## src/sv/assert_macros.svh

```systemverilog
// Assertion shorthands shared by the RTL.
`ifndef ASSERT_MACROS_SVH
`define ASSERT_MACROS_SVH

// Check a property while out of reset.
`define RDMC_ASSERT(lbl, prop, msg) \
  lbl: assert property (@(posedge clk) disable iff (!rst_n) prop) else $error(msg);

// Check a property at every edge, reset included.
`define RDMC_ASSERT_ALWAYS(lbl, prop, msg) \
  lbl: assert property (@(posedge clk) prop) else $error(msg);

`endif

```

## src/sv/rdmc_pkg.sv

```systemverilog
`timescale 1ns / 1ps
// ----------------------------------------------------------------------------
// rdmc_pkg
// Shared types and codes of the maze carver: ops, square codes, register
// indexes, stack entry and the controller/datapath interface.
// ----------------------------------------------------------------------------
package rdmc_pkg;

  localparam int CRD_W      = 7;
  localparam int COUNT_W    = 11;
  localparam int CFG_IDX_W  = 3;
  localparam int CFG_DATA_W = 11;

  typedef logic [CRD_W-1:0] crd_t;

  typedef enum logic [1:0] {
    OP_RESTART = 2'd0,
    OP_STEP    = 2'd1,
    OP_READ    = 2'd2,
    OP_NOP     = 2'd3
  } op_t;

  localparam logic [1:0] SQ_WALL = 2'd0;
  localparam logic [1:0] SQ_ROAD = 2'd1;
  localparam logic [1:0] SQ_EXIT = 2'd2;

  localparam logic [CFG_IDX_W-1:0] CFG_GRID_WIDTH  = 3'd0;
  localparam logic [CFG_IDX_W-1:0] CFG_GRID_HEIGHT = 3'd1;
  localparam logic [CFG_IDX_W-1:0] CFG_EXIT_COL    = 3'd2;
  localparam logic [CFG_IDX_W-1:0] CFG_EXIT_ROW    = 3'd3;
  localparam logic [CFG_IDX_W-1:0] CFG_CELL_GOAL   = 3'd4;

  typedef struct packed {
    crd_t col;
    crd_t row;
    crd_t pcol;
    crd_t prow;
  } entry_t;

  typedef enum logic [4:0] {
    ST_RST_CLR, ST_IDLE, ST_DISP, ST_CLR, ST_EXIT, ST_POP, ST_POPW,
    ST_CELL, ST_CELLW, ST_MID, ST_MIDW, ST_NB, ST_NBW, ST_SHUF, ST_PUSH,
    ST_SQRD, ST_SQW, ST_DONE
  } st_t;

  typedef struct packed {
    logic load_in;
    logic clr_write;
    logic exit_init;
    logic pop_rd;
    logic pop_latch;
    logic cell_rd;
    logic cell_eval;
    logic mid_rd;
    logic mid_eval;
    logic nb_rd;
    logic nb_eval;
    logic shuffle;
    logic push;
    logic sq_rd;
    logic sq_latch;
    logic idx_clr;
    logic out_load;
  } cmd_t;

  typedef struct packed {
    logic clr_last;
    op_t  op;
    logic finished;
    logic cell_road;
    logic idx_last;
    logic rd_inb;
  } sts_t;

endpackage

```

## src/sv/rdmc_ctrl.sv

```systemverilog
`timescale 1ns / 1ps
// ----------------------------------------------------------------------------
// rdmc_ctrl
// Sequencer: handshakes, op dispatch and the step sequence of the carver.
// ----------------------------------------------------------------------------
module rdmc_ctrl import rdmc_pkg::*; (
  input  logic clk,
  input  logic rst_n,
  input  logic in_valid,
  output logic in_ready,
  output logic out_valid,
  input  logic out_ready,
  output cmd_t cmd,
  input  sts_t sts
);

  st_t  state_r, state_nxt;
  logic out_valid_r, out_valid_nxt;

  always_ff @(posedge clk) begin
    if (!rst_n) begin
      state_r     <= ST_RST_CLR;
      out_valid_r <= 1'b0;
    end else begin
      state_r     <= state_nxt;
      out_valid_r <= out_valid_nxt;
    end
  end

  always_comb begin
    cmd           = '0;
    state_nxt     = state_r;
    out_valid_nxt = out_valid_r && !out_ready;
    case (state_r)
      ST_RST_CLR: begin
        cmd.clr_write = 1'b1;
        if (sts.clr_last) state_nxt = ST_IDLE;
      end
      ST_IDLE: begin
        if (in_valid) begin
          cmd.load_in = 1'b1;
          state_nxt   = ST_DISP;
        end
      end
      ST_DISP: begin
        cmd.idx_clr = 1'b1;
        case (sts.op)
          OP_RESTART: state_nxt = ST_CLR;
          OP_STEP:    state_nxt = sts.finished ? ST_DONE : ST_POP;
          OP_READ:    state_nxt = sts.rd_inb ? ST_SQRD : ST_DONE;
          default:    state_nxt = ST_DONE;
        endcase
      end
      ST_CLR: begin
        cmd.clr_write = 1'b1;
        if (sts.clr_last) state_nxt = ST_EXIT;
      end
      ST_EXIT: begin
        cmd.exit_init = 1'b1;
        state_nxt     = ST_DONE;
      end
      ST_POP: begin
        cmd.pop_rd = 1'b1;
        state_nxt  = ST_POPW;
      end
      ST_POPW: begin
        cmd.pop_latch = 1'b1;
        state_nxt     = ST_CELL;
      end
      ST_CELL: begin
        cmd.cell_rd = 1'b1;
        state_nxt   = ST_CELLW;
      end
      ST_CELLW: begin
        cmd.cell_eval = 1'b1;
        state_nxt     = sts.cell_road ? ST_DONE : ST_MID;
      end
      ST_MID: begin
        cmd.mid_rd = 1'b1;
        state_nxt  = ST_MIDW;
      end
      ST_MIDW: begin
        cmd.mid_eval = 1'b1;
        state_nxt    = ST_NB;
      end
      ST_NB: begin
        cmd.nb_rd = 1'b1;
        state_nxt = ST_NBW;
      end
      ST_NBW: begin
        cmd.nb_eval = 1'b1;
        state_nxt   = sts.idx_last ? ST_SHUF : ST_NB;
      end
      ST_SHUF: begin
        cmd.shuffle = 1'b1;
        state_nxt   = ST_PUSH;
      end
      ST_PUSH: begin
        cmd.push = 1'b1;
        if (sts.idx_last) state_nxt = ST_DONE;
      end
      ST_SQRD: begin
        cmd.sq_rd = 1'b1;
        state_nxt = ST_SQW;
      end
      ST_SQW: begin
        cmd.sq_latch = 1'b1;
        state_nxt    = ST_DONE;
      end
      ST_DONE: begin
        if (!out_valid_r || out_ready) begin
          cmd.out_load  = 1'b1;
          out_valid_nxt = 1'b1;
          state_nxt     = ST_IDLE;
        end
      end
      default: state_nxt = ST_IDLE;
    endcase
  end

  assign in_ready  = (state_r == ST_IDLE);
  assign out_valid = out_valid_r;

endmodule

```

## config.mk

```make
export PLATFORM = sky130hd
export DESIGN_NAME = rdmc_ctrl
export DESIGN_NICKNAME = d
export VERILOG_FILES = /design/src/sv/assert_macros.svh /design/src/sv/rdmc_pkg.sv /design/src/sv/rdmc_ctrl.sv
export SDC_FILE = /design/constraint.sdc
export NUM_CORES = 1
export LEC_CHECK = 0
export BUFFER_PORTS_ARGS = -buffer_cell sky130_fd_sc_hd__buf_2
export CAP_MARGIN = 25
export CORE_AREA = 3 3 54 56
export CTS_BUF_LIST = sky130_fd_sc_hd__clkbuf_2
export CTS_CLUSTER_SIZE = 10
export DETAILED_ROUTE_END_ITERATION = 6
export DIE_AREA = 0 0 57 59
export SETUP_SLACK_MARGIN = 0.4
export SYNTH_ARGS = -nofsm -noshare
export SYNTH_HDL_FRONTEND = slang
export SYNTH_SLANG_ARGS = --single-unit
```

## constraint.sdc

```tcl
create_clock -name clk -period 1.75 [get_ports clk]
set_input_delay 0.0875 -clock clk [delete_from_list [all_inputs] [get_ports clk]]
set_output_delay 0.0875 -clock clk [all_outputs]
set_load 0.005 [all_outputs]
```

# Word-level counts from Yosys, hierarchy flattened
# Cells that the tools add are included.
classes:
  n_eq_ne: 24
  n_mux: 32
  n_reduce_logical: 9
ops:
  columns: ["op", "count"]
  rows:
  - ["$pmux W5 S17", 1]
  - ["$eq A5 B4 Y1 const B", 8]
  - ["$mux W5", 8]
  - ["$mux W1", 21]
  - ["$eq A5 B3 Y1 const B", 4]
  - ["$pmux W5 S3", 1]
  - ["$eq A5 B2 Y1 const B", 2]
  - ["$eq A5 B5 Y1 const B", 2]
  - ["$ne A2 B2 Y1 const B", 5]
  - ["$eq A5 B1 Y1 const B", 1]
  - ["$logic_not A5 Y1", 1]
  - ["$reduce_and A5 Y1", 1]
  - ["$reduce_or A2 Y1", 2]
  - ["$mux W3", 1]
  - ["$eq A2 B1 Y1 const B", 1]
  - ["$eq A2 B2 Y1 const B", 1]
  - ["$logic_not A1 Y1", 2]
  - ["$logic_not A2 Y1", 1]
  - ["$logic_and A1 B1 Y1", 1]
  - ["$logic_or A1 B1 Y1", 1]
totals:
  register_bits: 6
  elab_cells: 67

# Logic depth before layout (Yosys ltp)
logic_depth:
  ltp_word: 4
  ltp_mapped: 6
  mapped_depth_nobuf: 5

# Least setup slack after synthesis
# No wires, ideal clock.
synth_timing:
  path_type: "register to register"
  startpoint: "register state_r[4]"
  endpoint: "register state_r[2]"
  setup_time_ns: 0.115
  arrival_ns: 1.644
  required_time_ns: 1.635
  setup_slack_ns: -0.010
  path_stages_with_launch: 7
  path_cell_list: "dfxtp_1 -> buf_6 -> inv_4 -> or4_4 -> o221a_4 -> and2_4 -> a31o_1"
synth_between:
  elab_chain_len: 3
  word_cells_on_any_way: 26
synth_lines:
  columns: ["element", "line", "source"]
  rows:
  - ["from (decl)", "rdmc_ctrl.sv:17", "st_t state_r, state_nxt;"]
  - ["from (signal assigned)", "rdmc_ctrl.sv:25", "state_r <= state_nxt;"]
  - ["$eq A5 B5 Y1 (tied with other cells)", "rdmc_ctrl.sv:34", "case (state_r)"]
  - ["$reduce_or A2 Y1 (no line) or $ne A2 B2 Y1 (tied branches)", null, null]
  - ["$pmux W5 S17 or $reduce_and A5 Y1 (tied branches)", null, null]
# Parallel ways exist; a longest one is shown, timed or not.
# A chain may end at the register's enable or synchronous reset.

# Worst setup path in the final report
layout_timing:
  startpoint: "register state_r[1]"
  endpoint: "register state_r[2]"
# Same word-level chain as after synthesis.

==> run summary <==
Status: complete, no violations
Syn_nets: 102
Routed Antenna Nets: 0
Pre-antenna DRT Iters: 4
Routed vias/inst: 5.12
CTS Sinks: 6
Area growth, synth to finish: 77.6%
TritonCTS Buffers: 3
Die X: 57 µm
Final hold violations: 0
Post-route core utilization: 44.4%
Initial antenna violation count: 0
Worst Hold Slack: 0.148 ns
Arr. time, crit path: 1.79 ns
Setup crit end kind: flip-flop
H-Tree Depth: 1
Worst Path Required: 1.86 ns
Largest net degree at the start of global routing: 14
Slew Limit Fails: 0
Placer congestion estimate: 0.882
First-pass GRT wire length: 3230 µm
Max_cap viols: 0
Critical Path Fanout Max: 6
N_diodes: 0
Critical setup path kind: flip-flop to flip-flop
Rel. slew slack: 77.5%
Site row count: 18
Synth cell types: 38
Startpoint types: flip-flop
EDFF count, synth: 0
CTS tree: done
Root buffer cell: clkbuf_2
Ports: 30
Final worst slack: 0.0776 ns
Synth Register Bits: 6
Pre-CTS setup slack: 0.00986 ns
Register area: 131 µm²
Top-count cell post-synth: nor2_1
Asr flop ratio synth: 0%
Clock Skew: 0.00157 ns
Worst vdd ir: 0.000649 V
Worst-path clk slew: 0.06 ns
Multi-input logic area: 597 µm²
Dominant cells by area after synthesis: dfxtp_1 (19%), nor2_1 (13%), nand2b_1 (5.1%)
Actual slew at the worst max-slew pin: 0.335 ns
Layout cells sized above 1: 60.2%
Area leader, netlist: dfxtp_1
Non-filler cells, final: 163
PwrDens: 1310 mW/mm²
Routed WL: 2170 µm
Final Setup Violations: 0
RSZ-0062 raised after global routing: yes
GRT Total Usage: 11.9%
Min cycle time layout: 1.67 ns
Iter 0 DRT Violations: 12
Setup_tns: 0 ns
CORE AREA: 0.00248 mm²
Starting Density: 25.0%
Ys flop type: dfxtp_1
Later-pin clock latency in the skew report: 0.22 ns
Synth Warn #: 0
Max Buffers Root-to-Sink: 2
Post-synthesis sequential area ratio: 19.4%
Port Buf Inserts: 29
Share of the synthesized area in the top cell type: 19.4%
Syn Area/Cell: 6.81 µm²
Nets: 146
Crit share post-route: 95.6%
Die Y: 59 µm
DRC viols: 0
Cell area after synthesis: 619 µm²
Number of fill cells: 256
Via count: 834
Die area: 0.00336 mm²
Gr ovfl total: 0
Cell Count Post-Placement: 154
Most instantiated cells after synthesis: nor2_1 (21), nand2_1 (7), a21oi_1 (6), dfxtp_1 (6), nand2b_1 (5)
Slack of the worst reg-to-reg path: 0.08 ns
Vias in the first global route: 749
Mapped Cells: 91
DR WL/cell: 13.3 µm
Fmax: 598 MHz
Static Leakage: 0.499 nW
Hpwl dp: 1610 µm
Worst Hold Class: input port to flip-flop
==> cell usage in the layout, fill, tap and decap left out, types with 2 or more instances in the layout <==
cell type   n
a21oi_1     6
a31oi_1     3
buf_2      29
buf_4       7
buf_6       6
clkbuf_2    3
dfxtp_2     3
dfxtp_4     2
inv_1       2
nand2_1     5
nand2_2     2
nand2b_1    2
nand2b_4    3
nand3_1     2
nor2_1     11
nor2_2      3
nor2_4      7
nor3_4      2
nor3b_1     2
o21ai_0     2
or3_1       2
==> through the flow <==
step | instance area [µm²] | total power [mW]
2_1_floorplan | 631 | 0.682
3_3_place_gp | 855 | 0.904
3_5_place_dp | 855 | 0.912
4_1_cts | 921 | 1.12
5_1_grt | 1100 | 1.54
6_report | 1100 | 1.44
==> flip-flops by register name, summed over array words and instances, names as in the netlist <==
signal,count
state_r,5
out_valid,1
==> power by group <==
group / total [mW] / internal [mW] / switching, mW
combinational: 1.09 / 0.575 / 0.519
sequential: 0.247 / 0.188 / 0.0589
clock: 0.0961 / 0.0465 / 0.0496
total: 1.44 / 0.810 / 0.627
==> per-layer routing <==
| metal | global-route usage (%) | up-vias | wire (µm) |
|---|---|---|---|
| li1 | - | 412 | - |
| met5 | 0 | - | 0 |
| met4 | 3.97 | 0 | 12 |
| met1 | 14.0 | 395 | 855 |
| met2 | 22.5 | 25 | 1210 |
| met3 | 1.31 | 2 | 92 |
==> worst max-delay path, stage by stage, from the launching register on <==
cell,delay (ns)
dfxtp_4,0.37
or3_4,0.40
or3_1,0.35
o221a_4,0.14
and2_4,0.15
a31o_1,0.16
==> what timing repair did <==
| item | CTS | global route |
|---|---|---|
| hold buffers | 0 | 0 |
| hold endpoints to repair | 0 | 0 |
| resized for setup | 11 | 32 |
| buffers inserted | 2 | 3 |
| setup endpoints to repair | 19 | 23 |
| gates cloned | 0 | 1 |
| pin swaps | 5 | 6 |
==> logic make-up after synthesis <==
group                  Yosys count  synth area share, %
AND/OR/NAND/NOR                 54                 45.5
AO/OA/AOI/OAI                   21                 25.7
flip-flops                       6                 19.4
multiplexers                     1                 1.62
buffers and inverters            8                 6.47
XOR/XNOR                         1                 1.41
==> final cells by class <==
class                   instances  area share (%)
repair buffers                 44            27.8
multi-input cells              77            54.3
flip-flops and latches          6            11.9
clock buffers                   3            1.37
well taps                      30            3.41
inverters                       3            1.25
==> worst paths after layout <==
path / start / end / cells past startpoint
max: state_r[1] / state_r[2] / 5
min: rst_n / state_r[1] / 3
max reg2reg: state_r[1] / state_r[2] / 5
min reg2reg: out_valid / out_valid / 2
No activity file was read; power rests on OpenSTA's default activity.
